--- src/rtl/core/pscan_pkg.sv ---
// Shared types, codes and default sizes for the parity scanline fill core.
package pscan_pkg;

	// Default frame geometry and pixel width.
	localparam int FRAME_WIDTH_DEF  = 256;
	localparam int FRAME_HEIGHT_DEF = 256;
	localparam int COLOR_BITS_DEF   = 8;

	// Fixed field widths of the ports.
	localparam int REQ_W     = 2;
	localparam int COORD_W   = 8;
	localparam int COLOR_W   = 8;
	localparam int BOX_W     = 9;
	localparam int CODE_W    = 8;
	localparam int CFG_IDX_W = 1;

	// Request type codes.
	localparam logic [REQ_W-1:0] REQ_WRITE = 2'd0;
	localparam logic [REQ_W-1:0] REQ_READ  = 2'd1;
	localparam logic [REQ_W-1:0] REQ_FILL  = 2'd2;

	// Configuration register indexes.
	localparam logic [CFG_IDX_W-1:0] CFG_OUTLINE    = 1'b0;
	localparam logic [CFG_IDX_W-1:0] CFG_BACKGROUND = 1'b1;

	// Controller states.
	typedef enum logic [3:0] {
		ST_CLEAR,
		ST_IDLE,
		ST_DECODE,
		ST_WRITE,
		ST_READ,
		ST_ROW_START,
		ST_FILL_FIRST,
		ST_FILL_READ,
		ST_FILL_EVAL,
		ST_ROW_END,
		ST_REPAINT,
		ST_FINISH
	} state_t;

	// Commands from the controller to the datapath.
	typedef struct packed {
		logic load_req;
		logic clear_step;
		logic pix_write;
		logic pix_read;
		logic fill_init;
		logic row_start;
		logic fill_first;
		logic fill_read;
		logic fill_eval;
		logic row_end;
		logic repaint;
		logic next_row;
		logic load_out;
	} cmd_t;

	// Status from the datapath to the controller.
	typedef struct packed {
		logic             clear_last;
		logic [REQ_W-1:0] req_type;
		logic             fill_go;
		logic             x_last;
		logic             parity;
		logic             repaint_last;
		logic             row_last;
		logic             out_free;
	} status_t;

endpackage

--- src/rtl/core/pscan_ctrl.sv ---
// Controller state machine that sequences clearing, pixel requests and the scanline fill.
module pscan_ctrl (
	input  logic               clk,
	input  logic               arst_n,
	input  logic               in_valid,
	output logic               in_ready,
	input  pscan_pkg::status_t status,
	output pscan_pkg::cmd_t    cmd
);

	pscan_pkg::state_t state_q;
	pscan_pkg::state_t state_next;

	// State register.
	always_ff @(posedge clk or negedge arst_n) begin
		if (!arst_n) begin
			state_q <= pscan_pkg::ST_CLEAR;
		end else begin
			state_q <= state_next;
		end
	end

	// Next state and commands.
	always_comb begin
		state_next = state_q;
		cmd        = '0;
		in_ready   = 1'b0;
		unique case (state_q)
			pscan_pkg::ST_CLEAR: begin
				cmd.clear_step = 1'b1;
				if (status.clear_last) begin
					state_next = pscan_pkg::ST_IDLE;
				end
			end
			pscan_pkg::ST_IDLE: begin
				in_ready     = 1'b1;
				cmd.load_req = in_valid;
				if (in_valid) begin
					state_next = pscan_pkg::ST_DECODE;
				end
			end
			pscan_pkg::ST_DECODE: begin
				unique case (status.req_type)
					pscan_pkg::REQ_WRITE: state_next = pscan_pkg::ST_WRITE;
					pscan_pkg::REQ_READ:  state_next = pscan_pkg::ST_READ;
					pscan_pkg::REQ_FILL: begin
						cmd.fill_init = 1'b1;
						state_next    = status.fill_go ? pscan_pkg::ST_ROW_START
						                               : pscan_pkg::ST_FINISH;
					end
					default: state_next = pscan_pkg::ST_FINISH;
				endcase
			end
			pscan_pkg::ST_WRITE: begin
				cmd.pix_write = 1'b1;
				state_next    = pscan_pkg::ST_FINISH;
			end
			pscan_pkg::ST_READ: begin
				cmd.pix_read = 1'b1;
				state_next   = pscan_pkg::ST_FINISH;
			end
			pscan_pkg::ST_ROW_START: begin
				cmd.row_start = 1'b1;
				state_next    = pscan_pkg::ST_FILL_FIRST;
			end
			pscan_pkg::ST_FILL_FIRST: begin
				cmd.fill_first = 1'b1;
				state_next     = pscan_pkg::ST_FILL_EVAL;
			end
			pscan_pkg::ST_FILL_READ: begin
				cmd.fill_read = 1'b1;
				state_next    = pscan_pkg::ST_FILL_EVAL;
			end
			pscan_pkg::ST_FILL_EVAL: begin
				cmd.fill_eval = 1'b1;
				state_next    = status.x_last ? pscan_pkg::ST_ROW_END : pscan_pkg::ST_FILL_READ;
			end
			pscan_pkg::ST_ROW_END: begin
				if (status.parity) begin
					cmd.row_end = 1'b1;
					state_next  = pscan_pkg::ST_REPAINT;
				end else begin
					cmd.next_row = 1'b1;
					state_next   = status.row_last ? pscan_pkg::ST_FINISH
					                               : pscan_pkg::ST_ROW_START;
				end
			end
			pscan_pkg::ST_REPAINT: begin
				cmd.repaint = 1'b1;
				if (status.repaint_last) begin
					cmd.next_row = 1'b1;
					state_next   = status.row_last ? pscan_pkg::ST_FINISH
					                               : pscan_pkg::ST_ROW_START;
				end
			end
			pscan_pkg::ST_FINISH: begin
				if (status.out_free) begin
					cmd.load_out = 1'b1;
					state_next   = pscan_pkg::ST_IDLE;
				end
			end
			default: state_next = pscan_pkg::ST_CLEAR;
		endcase
	end

endmodule

--- config.mk ---
export PLATFORM = sky130hd
export DESIGN_NAME = pscan_ctrl
export DESIGN_NICKNAME = d
export VERILOG_FILES = /design/src/rtl/core/pscan_pkg.sv /design/src/rtl/core/pscan_ctrl.sv
export SDC_FILE = /design/constraint.sdc
export NUM_CORES = 1
export LEC_CHECK = 0
export BUFFER_PORTS_ARGS = -buffer_cell sky130_fd_sc_hd__buf_2
export CAP_MARGIN = 30
export CORE_MARGIN = 2
export CORE_UTILIZATION = 39
export CTS_BUF_LIST = sky130_fd_sc_hd__clkbuf_2 sky130_fd_sc_hd__clkbuf_4 sky130_fd_sc_hd__clkbuf_8
export DETAILED_ROUTE_END_ITERATION = 16
export PLACE_DENSITY = 0.66
export SYNTH_ARGS = -nofsm -noshare
export SYNTH_HDL_FRONTEND = slang
export SYNTH_SLANG_ARGS = --single-unit
--- constraint.sdc ---
create_clock -name clk -period 2.3 [get_ports clk]
set_input_delay 0.46 -clock clk [delete_from_list [all_inputs] [get_ports clk]]
set_output_delay 0.46 -clock clk [all_outputs]
set_load 0.02 [all_outputs]
* After elaboration in Yosys (flattened, before gate mapping) *
Index checks and enable logic that the tools add are counted.

word-level totals
  logic and storage cells = 52
  bits of input ports = 12
  bits in registers = 4
  output and inout bits = 14

cells by class
  reduce and logical (&&, ||, !) cells = 5
  equal/unequal tests = 17
  muxes and demuxes = 29

operator list
  kind                  number
  $pmux W4 S10          1
  $mux W4               8
  $mux W1               18
  $eq A4 B3 Y1 const B  4
  $eq A4 B4 Y1 const B  4
  $pmux W4 S3           1
  $eq A4 B2 Y1 const B  2
  $ne A2 B2 Y1 const B  4
  $eq A4 B1 Y1 const B  1
  $logic_not A4 Y1      1
  $reduce_and A4 Y1     1
  $reduce_or A2 Y1      2
  $eq A2 B1 Y1 const B  1
  $eq A2 B2 Y1 const B  1
  $logic_not A2 Y1      1
  $pmux W1 S2           1

* Depth between registers and ports, before layout *
  depth in word-level cells = 3
  gate-level depth with buffers = 6
  gate-level depth less buffers = 4

* Least setup slack after synthesis *
No wires, ideal clock.

  path type = reg-to-output
  start point = register state_q[1]
  end point = output port cmd[12] (netlist name)
  data arrival time = 1.499 ns
  buffers on the path = 1
  cell stages (with the launch flop) = 5
  setup slack = 0.341 ns
  data required time = 1.840 ns
  cells stage by stage = dfrtp_1 > buf_6 > nand2b_1 > nor3_1 > and2_1

RTL lines
  element                 line              RTL
  from (decl)             pscan_ctrl.sv:11  pscan_pkg::state_t state_q;
  from (signal assigned)  pscan_ctrl.sv:17  state_q <= pscan_pkg::ST_CLEAR;
  from (signal assigned)  pscan_ctrl.sv:19  state_q <= state_next;
  to (decl)               pscan_ctrl.sv:8   output pscan_pkg::cmd_t cmd

==> reports/qor.yml <==
yosys:
  synth_top_area_cell: "dfrtp_1"
  yosysWarnings: 0
  ys_ff_latch: 4
  synth-seq-area-share_pct: 18.35
  synth_fa_ha_area_share_pct: 0
  muxShareOfSynthArea_pct: 0
  synthCells: 77
  synth_top_family_by_area: "simple AND/OR/NAND/NOR gates"
  synth_compound_area_share_pct: 27.06
  synth_fp_nets: 89
  syn-cell-area_um2: 545.5
  yosys-top-cells-area: "dfrtp_1 18%, nor3_1 8.3%, buf_6 8.3%, nor2_1 6.9%, nand2b_1 5.7%"
  synth_xor_area_share_pct: 0
  synthSimpleGateAreaFrac_pct: 42.20
  synth.avg_cell_area_um2: 7.085
  synth_top_area_share_pct: 18.35
  synthDistinctLibCells: 28
clock_network:
  htree_levels: 1
  worst_skew_pair.late_latency_ps: 230
  cts_hold_buf: 0
  numCtsBuffers: 3
  post_cts_resized: 0
  cts_tree: "yes"
  post-cts-setup-buffers: 0
  cts_buffer_depth: 2
  clk_pin_slew_worst_paths_ps: 40
  root_buffer: "clkbuf_4"
  cts_sinks: 4
drt:
  via_per_inst: 5.786
  ant_nets: 0
  wire_per_inst_um: 12.91
  wl_um: 1510
  dr.first_iter.drc_count: 6
  first_pass_iters: 4
  vias: 677
  drc_errors: 0
final_layout:
  utilization_pct: 52.40
  fillCellCount: 143
  antenna_cells: 0
  area_delta_synth_final_pct: 25.00
  multi_input_area_um2: 377.9
  layout-drive-gt1-share_pct: 33.33
  largest_reg_flops: 4
  regMostFlops: "state_q"
  regArea_um2: 100.1
  reg_top3: "state_q: 4 flops"
  nets: 116
grt:
  antenna_found_initial: 0
  grt_use_total_pct: 19.39
  grt_pass1_vias: 611
  grt_overflow: 0
  grt_pass1_wl_um: 2663
  grt_max_degree: 17
worst_setup_path:
  worstPathRequired_ps: 1840
  regToRegSetupSlack_ps: 690
  crit_fanout: 7
  cp-end-kind: "primary output"
  critical_path_class: "flop to primary output"
  cp.arrival_ps: 1440
  startpoint_type: "flop"
pwr:
  power_density_nw_per_um2: 1391
  ir_drop_v: 0.0005105
  power.leakage_nw: 0.3478
timing:
  drv_slew: 0
  finalHoldViolations: 0
  finClkSkew_ps: 0.2674
  post-route-period-util_pct: 82.59
  worst_pin_slew_ps: 351.1
  period_needed_ps: 1899
  final.setup.tns_ps: 0
  setup_viol: 0
  rsz0062_at_grt: "no"
  slew_headroom_pct: 76.59
  max_clock_freq_mhz: 526.5
status:
  status: "complete, no violations"
floorplan:
  fp.coreArea_um2: 1301
  die_area_um2: 1714
  io_pins: 26
  die_y_um: 41.40
  row_count: 13
  start_util_pct: 41.92
  fp.dieW_um: 41.40
placed_design:
  dp_hpwl_um: 1158
  place.gp.congestion: 0.9025
  portBuffers: 25
run:
  maxCapViolations: 0
hold_path:
  hold_path.class: "input pin to async pin"
[report_power, final]
part	internal (mW)	switching (mW)	total (mW)
clock	0.0584	0.0290	0.0874
sequential	0.108	0.0507	0.159
combinational	0.279	0.424	0.702
[Yosys cell counts]
cell type  instances
a211o_1            1
a211oi_1           2
a21oi_1            3
a221oi_1           1
a31o_2             1
a31oi_1            3
and2_1             1
and3b_1            2
and4b_1            1
buf_2              3
buf_6              4
dfrtp_1            4
inv_1              2
nand2_1            3
nand2b_1           5
nand3_1            4
nor2_1            10
nor2b_1            4
nor3_1             9
nor3b_1            1
nor4_1             1
o211a_1            1
o21a_1             2
o21ai_0            4
o31a_1             2
o32a_1             1
or2_2              1
or3_1              1
[critical path: stages (launching register included)]
cell      delay (ps)
dfrtp_1          460
nand2b_1         290
nor3_1           240
buf_2            210
[metal layers]
layer | global-route usage (%) | vias up | share of wire [%]
li1 | - | 330 | -
met1 | 25.13 | 306 | 39
met2 | 31.56 | 37 | 50
met3 | 3.043 | 4 | 9.5
met4 | 8.387 | 0 | 1.1
met5 | 0 | - | 0
[final timing paths]
check,start,cells after the start,endpoint
max,state_q[3]$_DFFE_PN0P_,3,cmd[9]
min,arst_n,1,state_q[2]$_DFFE_PN0P_
max reg2reg,state_q[3]$_DFFE_PN0P_,5,state_q[2]$_DFFE_PN0P_
min reg2reg,state_q[2]$_DFFE_PN0P_,2,state_q[1]$_DFFE_PN0P_
max in group asynchronous,arst_n,1,state_q[1]$_DFFE_PN0P_
min in group clk,status[1],4,state_q[2]$_DFFE_PN0P_
[kinds of logic (layout without fill, tap and decap cells)]
kind of cell           after synthesis  in the layout
AO/OA/AOI/OAI                       21             21
AND/OR/NAND/NOR                     43             43
flip-flops                           4              4
buffers and inverters                9             34
[through the flow]
step	hold WS [ps]	cells	total power [mW]	instance area [um^2]	setup slack, ps
2_1_floorplan	164.4	77	0.7216	545.5	340.6
3_3_place_gp	265.8	114	0.8440	659.4	691.2
3_5_place_dp	265.2	114	0.8449	659.4	667.4
4_1_cts	21.73	117	0.9398	681.9	420.1
5_1_grt	14.47	117	1.040	681.9	270.0
6_report	17.71	117	0.9483	681.9	400.5
[layout by cell type, fill, tap and decap left out, types with 2 or more instances in the layout]
cell      synthesis  routed
a211oi_1          2       2
a21oi_1           3       3
a31oi_1           3       3
and3b_1           2       2
buf_2             3      25
buf_4             0       4
clkbuf_4          0       3
dfrtp_1           4       4
inv_1             2       2
nand2_1           3       3
nand2b_1          5       5
nand3_1           4       4
nor2_1           10      10
nor2b_1           4       4
nor3_1            9       9
o21a_1            2       2
o21ai_0           4       4
o31a_1            2       2
[cell type report]
cell class / instances / share of cell area (%)
Clock buffer: 3 / 3.303
Inverter: 2 / 1.101
Multi-Input combinational cell: 64 / 55.41
Sequential cell: 4 / 14.68
Tap cell: 15 / 2.752
Timing Repair Buffer: 29 / 22.75
No activity file was read; power rests on OpenSTA's default activity.
